<file path="src/hw/rtl/jops_pkg.sv">
// Shared types and constants for the JSON object pair scanner.
package jops_pkg;

  // Character codes
  localparam logic [7:0] CH_LBRACE = 8'h7B;  // {
  localparam logic [7:0] CH_RBRACE = 8'h7D;  // }
  localparam logic [7:0] CH_LBRACK = 8'h5B;  // [
  localparam logic [7:0] CH_RBRACK = 8'h5D;  // ]
  localparam logic [7:0] CH_COLON  = 8'h3A;  // :
  localparam logic [7:0] CH_COMMA  = 8'h2C;  // ,
  localparam logic [7:0] CH_QUOTE  = 8'h22;  // "
  localparam logic [7:0] CH_BSLASH = 8'h5C;  // backslash
  localparam logic [7:0] CH_SPACE  = 8'h20;
  localparam logic [7:0] CH_TAB    = 8'h09;
  localparam logic [7:0] CH_CR     = 8'h0D;
  localparam logic [7:0] CH_LF     = 8'h0A;

  // Byte roles
  localparam logic [1:0] ROLE_STRUCT = 2'd0;
  localparam logic [1:0] ROLE_KEY    = 2'd1;
  localparam logic [1:0] ROLE_VALUE  = 2'd2;

  // Status codes
  localparam logic [1:0] ST_OK     = 2'd0;
  localparam logic [1:0] ST_BAD    = 2'd1;
  localparam logic [1:0] ST_KEYESC = 2'd2;

  typedef enum logic [10:0] {
    PH_OPEN   = 11'b000_0000_0001,
    PH_MEMBER = 11'b000_0000_0010,
    PH_KEY    = 11'b000_0000_0100,
    PH_COLON  = 11'b000_0000_1000,
    PH_VALUE  = 11'b000_0001_0000,
    PH_VSTR   = 11'b000_0010_0000,
    PH_SCALAR = 11'b000_0100_0000,
    PH_NEST   = 11'b000_1000_0000,
    PH_NSTR   = 11'b001_0000_0000,
    PH_AFTER  = 11'b010_0000_0000,
    PH_TAIL   = 11'b100_0000_0000
  } phase_t;

  // Bracket stack command
  typedef struct packed {
    logic clear;
    logic push;
    logic pop;
    logic kind;   // 1 square bracket, 0 brace
  } stack_cmd_t;

  // Result of one byte
  typedef struct packed {
    logic [1:0] role;
    logic       vdone;
    logic       mdone;
    logic [1:0] status;
  } scan_res_t;

endpackage

</file>
<file path="src/hw/rtl/jops_stack.sv">
// Bracket kind stack held as a shift register, top of stack at bit 0.
module jops_stack #(
  parameter int NEST_DEPTH = 8
) (
  input  logic                                  clk,
  input  logic                                  rst_n,
  input  jops_pkg::stack_cmd_t                  cmd,
  output logic [$clog2(NEST_DEPTH+1)-1:0]       level,
  output logic                                  top_kind,
  output logic                                  full
);

  localparam int LW = $clog2(NEST_DEPTH + 1);

  logic [NEST_DEPTH-1:0] kinds_r, kinds_nxt;
  logic [LW-1:0]         lvl_r, lvl_nxt;
  logic [NEST_DEPTH:0]   push_w, pop_w;

  always_comb begin
    push_w    = {kinds_r, cmd.kind};
    pop_w     = {1'b0, kinds_r} >> 1;
    kinds_nxt = kinds_r;
    lvl_nxt   = lvl_r;
    if (cmd.clear) begin
      lvl_nxt = '0;
    end else if (cmd.push) begin
      kinds_nxt = push_w[NEST_DEPTH-1:0];
      lvl_nxt   = lvl_r + LW'(1);
    end else if (cmd.pop) begin
      kinds_nxt = pop_w[NEST_DEPTH-1:0];
      lvl_nxt   = lvl_r - LW'(1);
    end
  end

  always_ff @(posedge clk) begin
    kinds_r <= kinds_nxt;
    if (!rst_n) begin
      lvl_r <= '0;
    end else begin
      lvl_r <= lvl_nxt;
    end
  end

  assign level    = lvl_r;
  assign top_kind = kinds_r[0];
  assign full     = (lvl_r == LW'(NEST_DEPTH));

  // level stays within the stack
  a_lvl_range: assert property (@(posedge clk) disable iff (!rst_n)
    lvl_r <= LW'(NEST_DEPTH))
    else $error("stack level beyond depth");

  // no push onto a full stack
  a_no_overflow: assert property (@(posedge clk) disable iff (!rst_n)
    (cmd.push && !cmd.clear) |-> !full)
    else $error("push on full stack");

endmodule

</file>
<file path="src/hw/rtl/jops_scan.sv">
// Scan state machine: classifies one byte and updates the scan state.
module jops_scan #(
  parameter int NEST_DEPTH = 8
) (
  input  logic                 clk,
  input  logic                 rst_n,
  input  logic                 step,
  input  logic [7:0]           byte_in,
  input  logic                 last_byte,
  output jops_pkg::scan_res_t  res
);

  localparam int LW = $clog2(NEST_DEPTH + 1);

  jops_pkg::phase_t     phase_r, phase_nxt;
  logic                 esc_r, esc_nxt;
  logic [1:0]           err_r, err_nxt;
  jops_pkg::stack_cmd_t cmd;
  logic [LW-1:0]        level;
  logic                 top_kind;
  logic                 full;
  logic                 ws, is_open, is_close;
  logic [1:0]           role;
  logic                 vdone;
  logic [1:0]           status;

  jops_stack #(.NEST_DEPTH(NEST_DEPTH)) u_stack (
    .clk      (clk),
    .rst_n    (rst_n),
    .cmd      (cmd),
    .level    (level),
    .top_kind (top_kind),
    .full     (full)
  );

  always_comb begin
    ws = (byte_in == jops_pkg::CH_SPACE) || (byte_in == jops_pkg::CH_TAB) ||
         (byte_in == jops_pkg::CH_CR)    || (byte_in == jops_pkg::CH_LF);
    is_open  = (byte_in == jops_pkg::CH_LBRACE) || (byte_in == jops_pkg::CH_LBRACK);
    is_close = (byte_in == jops_pkg::CH_RBRACE) || (byte_in == jops_pkg::CH_RBRACK);
    phase_nxt = phase_r;
    esc_nxt   = esc_r;
    err_nxt   = err_r;
    role      = jops_pkg::ROLE_STRUCT;
    vdone     = 1'b0;
    cmd       = '0;
    cmd.kind  = (byte_in == jops_pkg::CH_LBRACK);

    if (err_r == jops_pkg::ST_OK) begin
      case (phase_r)
        jops_pkg::PH_OPEN: begin
          if (byte_in == jops_pkg::CH_LBRACE) phase_nxt = jops_pkg::PH_MEMBER;
          else if (!ws) err_nxt = jops_pkg::ST_BAD;
        end
        jops_pkg::PH_MEMBER: begin
          if (byte_in == jops_pkg::CH_RBRACE) phase_nxt = jops_pkg::PH_TAIL;
          else if (byte_in == jops_pkg::CH_QUOTE) phase_nxt = jops_pkg::PH_KEY;
          else if (!ws) err_nxt = jops_pkg::ST_BAD;
        end
        jops_pkg::PH_KEY: begin
          if (byte_in == jops_pkg::CH_BSLASH) err_nxt = jops_pkg::ST_KEYESC;
          else if (byte_in == jops_pkg::CH_QUOTE) phase_nxt = jops_pkg::PH_COLON;
          else role = jops_pkg::ROLE_KEY;
        end
        jops_pkg::PH_COLON: begin
          if (byte_in == jops_pkg::CH_COLON) phase_nxt = jops_pkg::PH_VALUE;
          else if (!ws) err_nxt = jops_pkg::ST_BAD;
        end
        jops_pkg::PH_VALUE: begin
          if (ws) begin
            phase_nxt = phase_r;
          end else if (byte_in == jops_pkg::CH_COMMA) begin
            vdone     = 1'b1;
            phase_nxt = jops_pkg::PH_MEMBER;
          end else if (byte_in == jops_pkg::CH_RBRACE) begin
            vdone     = 1'b1;
            phase_nxt = jops_pkg::PH_TAIL;
          end else if (byte_in == jops_pkg::CH_QUOTE) begin
            role      = jops_pkg::ROLE_VALUE;
            esc_nxt   = 1'b0;
            phase_nxt = jops_pkg::PH_VSTR;
          end else if (is_open) begin
            // stack is empty here, so this push makes level one
            role      = jops_pkg::ROLE_VALUE;
            cmd.push  = 1'b1;
            phase_nxt = jops_pkg::PH_NEST;
          end else begin
            role      = jops_pkg::ROLE_VALUE;
            phase_nxt = jops_pkg::PH_SCALAR;
          end
        end
        jops_pkg::PH_VSTR: begin
          role = jops_pkg::ROLE_VALUE;
          if (esc_r) esc_nxt = 1'b0;
          else if (byte_in == jops_pkg::CH_BSLASH) esc_nxt = 1'b1;
          else if (byte_in == jops_pkg::CH_QUOTE) begin
            vdone     = 1'b1;
            phase_nxt = jops_pkg::PH_AFTER;
          end
        end
        jops_pkg::PH_SCALAR: begin
          if (byte_in == jops_pkg::CH_COMMA) begin
            vdone     = 1'b1;
            phase_nxt = jops_pkg::PH_MEMBER;
          end else if (byte_in == jops_pkg::CH_RBRACE) begin
            vdone     = 1'b1;
            phase_nxt = jops_pkg::PH_TAIL;
          end else begin
            role = jops_pkg::ROLE_VALUE;
          end
        end
        jops_pkg::PH_NEST: begin
          if (byte_in == jops_pkg::CH_QUOTE) begin
            role      = jops_pkg::ROLE_VALUE;
            esc_nxt   = 1'b0;
            phase_nxt = jops_pkg::PH_NSTR;
          end else if (is_open) begin
            if (full) err_nxt = jops_pkg::ST_BAD;
            else begin
              role     = jops_pkg::ROLE_VALUE;
              cmd.push = 1'b1;
            end
          end else if (is_close) begin
            if (level == '0) err_nxt = jops_pkg::ST_BAD;
            else if ((byte_in == jops_pkg::CH_RBRACK) != top_kind) err_nxt = jops_pkg::ST_BAD;
            else begin
              role    = jops_pkg::ROLE_VALUE;
              cmd.pop = 1'b1;
              if (level == LW'(1)) begin
                vdone     = 1'b1;
                phase_nxt = jops_pkg::PH_AFTER;
              end
            end
          end else begin
            role = jops_pkg::ROLE_VALUE;
          end
        end
        jops_pkg::PH_NSTR: begin
          role = jops_pkg::ROLE_VALUE;
          if (esc_r) esc_nxt = 1'b0;
          else if (byte_in == jops_pkg::CH_BSLASH) esc_nxt = 1'b1;
          else if (byte_in == jops_pkg::CH_QUOTE) phase_nxt = jops_pkg::PH_NEST;
        end
        jops_pkg::PH_AFTER: begin
          if (byte_in == jops_pkg::CH_COMMA) phase_nxt = jops_pkg::PH_MEMBER;
          else if (byte_in == jops_pkg::CH_RBRACE) phase_nxt = jops_pkg::PH_TAIL;
          else if (!ws) err_nxt = jops_pkg::ST_BAD;
        end
        jops_pkg::PH_TAIL: begin
          if (!ws) err_nxt = jops_pkg::ST_BAD;
        end
        default: begin
          err_nxt = jops_pkg::ST_BAD;
        end
      endcase
    end

    // verdict on the final byte
    status = err_nxt;
    if (last_byte && (status == jops_pkg::ST_OK) && (phase_nxt != jops_pkg::PH_TAIL)) begin
      status = jops_pkg::ST_BAD;
    end

    cmd.push  = cmd.push & step;
    cmd.pop   = cmd.pop & step;
    cmd.clear = step & last_byte;

    res.role   = role;
    res.vdone  = vdone;
    res.mdone  = last_byte;
    res.status = status;
  end

  always_ff @(posedge clk) begin
    if (!rst_n) begin
      phase_r <= jops_pkg::PH_OPEN;
      esc_r   <= 1'b0;
      err_r   <= jops_pkg::ST_OK;
    end else if (step) begin
      if (last_byte) begin
        phase_r <= jops_pkg::PH_OPEN;
        esc_r   <= 1'b0;
        err_r   <= jops_pkg::ST_OK;
      end else begin
        phase_r <= phase_nxt;
        esc_r   <= esc_nxt;
        err_r   <= err_nxt;
      end
    end
  end

  // a latched error holds until the end of the message
  a_err_sticky: assert property (@(posedge clk) disable iff (!rst_n)
    ((err_r != jops_pkg::ST_OK) && !(step && last_byte)) |=> (err_r == $past(err_r)))
    else $error("error latch changed mid message");

  // the final byte returns the scanner to its start
  a_msg_restart: assert property (@(posedge clk) disable iff (!rst_n)
    (step && last_byte) |=> ((phase_r == jops_pkg::PH_OPEN) && (level == '0) && !esc_r))
    else $error("state not cleared after final byte");

  // open brackets only exist while inside a nested value
  a_nest_level: assert property (@(posedge clk) disable iff (!rst_n)
    ((err_r == jops_pkg::ST_OK) && (phase_r != jops_pkg::PH_NEST) &&
     (phase_r != jops_pkg::PH_NSTR)) |-> (level == '0))
    else $error("bracket level outside nested value");

endmodule

</file>
<file path="src/hw/rtl/json_object_pair_scanner_top.sv">
// Top level of the JSON object pair scanner: input register, scanner, result register.
//
//  channel | ports                                          | direction
//  --------+------------------------------------------------+----------
//  in      | in_valid, in_ready, in_byte_in, in_last_byte   | word in
//  out     | out_valid, out_ready, out_byte_role,           | word out
//          | out_value_done, out_message_done, out_status   |
//
// One word per clock sustained while out_ready stays high. A word accepted into
// the input register is scanned there and then lands in the result register,
// from which its result is shown. The scan state loop (phase, escape, error
// latch and bracket stack) is closed by combinational logic around its registers.
// rst_n is synchronous and active low; it empties both registers and puts
// the scanner back to expecting an opening brace.
// A stall on out backs up through the result register into the input
// register; in_ready drops only when both hold a word.
module json_object_pair_scanner_top #(
  parameter int NEST_DEPTH = 8
) (
  input  logic       clk,
  input  logic       rst_n,
  input  logic       in_valid,
  output logic       in_ready,
  input  logic [7:0] in_byte_in,
  input  logic       in_last_byte,
  output logic       out_valid,
  input  logic       out_ready,
  output logic [1:0] out_byte_role,
  output logic       out_value_done,
  output logic       out_message_done,
  output logic [1:0] out_status
);

  // input register
  logic       in_vld_r;
  logic [7:0] in_byte_r;
  logic       in_last_r;

  // result register
  logic                out_vld_r;
  jops_pkg::scan_res_t out_res_r;
  jops_pkg::scan_res_t res;

  logic adv;   // word moves from input register into result register

  assign adv      = in_vld_r && (!out_vld_r || out_ready);
  assign in_ready = !in_vld_r || adv;

  jops_scan #(.NEST_DEPTH(NEST_DEPTH)) u_scan (
    .clk       (clk),
    .rst_n     (rst_n),
    .step      (adv),
    .byte_in   (in_byte_r),
    .last_byte (in_last_r),
    .res       (res)
  );

  always_ff @(posedge clk) begin
    if (!rst_n) begin
      in_vld_r <= 1'b0;
    end else if (in_ready) begin
      in_vld_r <= in_valid;
    end
  end

  // payload carries no reset
  always_ff @(posedge clk) begin
    if (in_valid && in_ready) begin
      in_byte_r <= in_byte_in;
      in_last_r <= in_last_byte;
    end
    if (adv) begin
      out_res_r <= res;
    end
  end

  always_ff @(posedge clk) begin
    if (!rst_n) begin
      out_vld_r <= 1'b0;
    end else if (adv) begin
      out_vld_r <= 1'b1;
    end else if (out_ready) begin
      out_vld_r <= 1'b0;
    end
  end

  assign out_valid        = out_vld_r;
  assign out_byte_role    = out_res_r.role;
  assign out_value_done   = out_res_r.vdone;
  assign out_message_done = out_res_r.mdone;
  assign out_status       = out_res_r.status;

  // a word held in the input register is never dropped while stalled
  a_in_hold: assert property (@(posedge clk) disable iff (!rst_n)
    (in_vld_r && !adv) |=> in_vld_r)
    else $error("input word lost during stall");

  // a scanned word always lands in the result register
  a_adv_lands: assert property (@(posedge clk) disable iff (!rst_n)
    adv |=> out_vld_r)
    else $error("result register missed a word");

endmodule
</file>
<file path="config.mk">
export PLATFORM = sky130hd
export DESIGN_NAME = json_object_pair_scanner_top
export DESIGN_NICKNAME = d
export VERILOG_FILES = /design/src/hw/rtl/jops_pkg.sv /design/src/hw/rtl/jops_stack.sv /design/src/hw/rtl/jops_scan.sv /design/src/hw/rtl/json_object_pair_scanner_top.sv
export SDC_FILE = /design/constraint.sdc
export NUM_CORES = 1
export LEC_CHECK = 0
export BUFFER_PORTS_ARGS = -buffer_cell sky130_fd_sc_hd__clkbuf_2
export CAP_MARGIN = 15
export CORE_AREA = 4 4 88 90
export CTS_CLUSTER_SIZE = 10
export DETAILED_ROUTE_END_ITERATION = 12
export DIE_AREA = 0 0 92 94
export PLACE_DENSITY = 0.59
export SYNTH_ARGS = -nofsm -noshare
export SYNTH_HDL_FRONTEND = slang
export SYNTH_HIERARCHICAL = 1
export SYNTH_SLANG_ARGS = --single-unit
export TNS_END_PERCENT = 1
</file>
<file path="constraint.sdc">
create_clock -name clk -period 4.3 [get_ports clk]
set_clock_uncertainty 0.1 [all_clocks]
set_input_delay 0.215 -clock clk [delete_from_list [all_inputs] [get_ports clk]]
set_output_delay 0.215 -clock clk [all_outputs]
set_load 0.05 [all_outputs]
</file>
==> qor.txt <==
total grt overflow: 0
layout cells sized above 1: 18.1%
CP max stage cell: or4b_2
PortBufs: 20
register area share after synthesis: 35.7%
PD cells: 249 mW/mm2
Cell Rows: 31
Worst Setup Start Kind: flop
R2R cell count: 10
Pint: 638 uW
Avg Inst Size Synth: 9.20 um2
RSZ-0062 raised after global routing: no
vias in the first global route: 2,560
total power: 844 uW
router iterations before antenna repair: 6
Hold Vio Cnt, Final: 0
worst-path fanout max: 15
ranking of synthesized cells by area: edfxtp_1, dfxtp_1, nor3_1
switching share of power: 24.3%
RR Endpoint: u_scan/u_stack/level[3]
Synth Area in Compound Gates: 19.5%
TritonCTS Buffers: 5
die height: 94 um
Post-Syn Nets: 348
Clock Sinks: 43
worst r2r src: u_scan/phase_r[4]
Worst path max stage delay: 0.69 ns
number of synthesized flops with an enable pin: 23
Simple-Gate Fraction of Synth Area: 32.7%
Max clock buf depth: 2
hold_sp: in_valid
main combinational cell family by area after synthesis: simple AND/OR/NAND/NOR gates
Fillers: 699
Initial DRC Count: 451
CP arrival: 3.87 ns
Slew headroom: 47.2%
routed length per instance: 18.1 um
Slew Limit Fails: 0
Worst Tran Pin Value: 0.790 ns
Core Area: 0.00706 mm2
cell taking the most area after synthesis: edfxtp_1
status: complete, no violations
Tmin final: 3.73 ns
GPL Wtd Cong: 1.07
gr usage total: 19.2%
register area: 0.00109 mm2
average via count per standard cell: 6.27
Clock Latency Late Sink: 0.31 ns
Hold WS: 0.0445 ns
CTS root buf: clkbuf_8
Logic pwr share: 7.6%
Worst EP required: 4.43 ns
Mapped Area: 0.00305 mm2
Post-CTS Resized: 0
reg2reg setup slack: 0.57 ns
Setup Crit Path Kind: flop to flop
Die Width: 92 um
delay-heaviest family, CP: simple AND/OR/NAND/NOR gates
ant diodes: 0
setup TNS: 0 ns
number of routed nets with antenna violations: 0
area delta synth->final: 11.1%
CP bufs+invs: 1
first-pass GRT wire length: 13,100 um
Clk pwr share: 38.9%
Synth Warn #: 6
Clk pin slew, worst setup/hold paths: 0.09 ns
# DRC: 0
Seq cells post-synth: 43
fmax: 0.268 GHz
H-tree depth: 2
full die area: 0.00865 mm2
worst-path cell chain: or4b_2, nor3_1, nand3_1, o21ai_0, and4_1, inv_2, ha_1, nand3_2, a221o_1, o211ai_2
Multi-input gate area: 0.00180 mm2
initial antenna violation count: 0
Initial Util: 43.2%
Final Cycle Share: 86.8%
dpl hpwl: 5940 um
vias: 2,807
Post-CTS Setup Inserts: 0
worst vdd ir: 0.140 mV
Adder-Cell Fraction of Synth Area: 1.48%
post-synthesis async set-or-reset flop share: 0%
final setup fails: 0
Hold Crit Class: input pin to flop
Detailed Route WL: 8090 um
hold path depth: 3
kind of end point of the critical path: flop
Main synth FF type: edfxtp_1
Boundary Pins: 21
max_cap viols: 0
Hold Crit Endpoint: in_vld_r
CTS tree: yes
top cell type's share of synthesized area: 22.6%
leakage power: 0.00122 uW
mux cell area share after synthesis: 2.95%
nets@finish: 364
sequential power share: 53.5%
largest net degree at the start of global routing: 26
Synth cell types: 79
post-synthesis xor/xnor area fraction: 2.30%
Syn Inst Count: 332
P_sw: 205 uW
==> cell usage after synthesis, drive strengths merged, types with 5 or more instances <==
library cell and instances:
nand2 15, nor3 22, o21a 5, nand2b 5
edfxtp 23, nor2 24, or3 5, or4 6
nor4 11, buf 10, clkbuf 14, dfxtp 20
nor4b 5, mux2 8, nand3 7, o21ai 11
and2 12, o22ai 9, nor2b 9, a21oi 10
xor2 7, inv 13, nand4 12
==> how the worst max path moves through the flow <==
stage,from,end,depth (start not counted)
2_1_floorplan,out_valid,u_scan/u_stack/kinds_r[0],8
3_3_place_gp,u_scan/phase_r[4],u_scan/u_stack/kinds_r[2],7
3_5_place_dp,u_scan/phase_r[4],u_scan/u_stack/kinds_r[6],7
4_1_cts,u_scan/phase_r[4],u_scan/u_stack/level[3],10
5_1_grt,u_scan/phase_r[4],u_scan/u_stack/kinds_r[2],7
6_report,u_scan/phase_r[4],u_scan/u_stack/level[3],10
==> timing repair <==
| action | CTS | global route |
|---|---|---|
| endpoints found under the hold margin | 9 | 0 |
| hold buffers | 9 | 0 |
| setup endpoints to repair | 0 | 0 |
==> metal layers <==
metal  global-route usage, %  vias to the layer above  part of all wire [%]
met4                    9.90                        0                   4.7
li1                        -                     1315                     -
met2                    28.8                      151                    44
met1                    26.3                     1293                    44
met5                       0                        -                     0
met3                    3.53                       48                   7.5
==> cell usage in the layout, fill, tap and decap left out, drive strengths merged, types with 3 or more instances in the layout <==
cell	synthesis	final
nor2	24	24
nor4b	5	5
o22ai	9	9
o31ai	4	4
or4	6	6
dfxtp	20	20
xor2	7	7
and3	3	3
o211a	3	3
nand2	15	15
o21a	5	5
nor4	11	11
and2	12	12
nand3b	4	4
nand4	12	12
inv	13	13
mux2	8	8
dlygate4sd3	0	9
or3	5	5
a31oi	4	4
or4b	4	4
clkbuf	14	25
nand2b	5	5
edfxtp	23	23
o21ai	11	11
o31a	3	3
and4	4	4
o211ai	3	3
nor3	22	22
buf	10	4
nand3	7	7
nor2b	9	9
a21oi	10	10
a211oi	3	3
a211o	3	3
==> cells by family after synthesis <==
| group | after synthesis |
|---|---|
| AND/OR/NAND/NOR | 156 |
| AO/OA/AOI/OAI | 77 |
| flip-flops | 43 |
| buffers and inverters | 37 |
| XOR/XNOR | 8 |
| multiplexers | 8 |
| adder cells (fa/ha/maj) | 3 |
==> sequential cells by signal, indices dropped and copies added (netlist names), 2 cells and up <==
name and count:
out_byte_role 2, u_scan/u_stack/level 4, u_scan/phase_r 11, u_scan/err_r 2
u_scan/u_stack/kinds_r 8, in_byte_r 8, out_status 2
==> through the flow <==
stage	util (%)	cell area (um2)	setup WS (ns)	cells
after detailed placement	45.2	3190	0.614	431
final	48.1	3390	0.566	448
after global placement	45.2	3190	0.665	431
after floorplan	-	3050	1.24	332
after CTS	48.1	3390	0.583	448
after global routing	48.1	3390	0.277	448
==> tightest hold or removal path: cells and delay by family <==
| kind | cells | cell delay (ns) |
|---|---|---|
| buf+inv | 2 | 0.14 |
| compound gates | 1 | 0.06 |
==> power by group through the flow <==
stage / logic, uW / registers, uW / clock network [uW]
6_report: 63.8 / 451 / 329
2_1_floorplan: 35.2 / 463 / 0
3_3_place_gp: 56.6 / 460 / 0
3_5_place_dp: 56.6 / 461 / 0
5_1_grt: 68.8 / 453 / 357
4_1_cts: 63.0 / 451 / 338
==> cell type report <==
| class | instances | area share, % |
|---|---|---|
| clock buffer | 5 | 2.03 |
| clock inverter | 3 | 1.29 |
| inverter | 13 | 1.44 |
| multi-input combinational | 252 | 52.9 |
| sequential | 43 | 32.2 |
| tap | 99 | 3.65 |
| timing repair buffer | 33 | 6.49 |
Note: power is estimated with default switching activity, not from simulation.
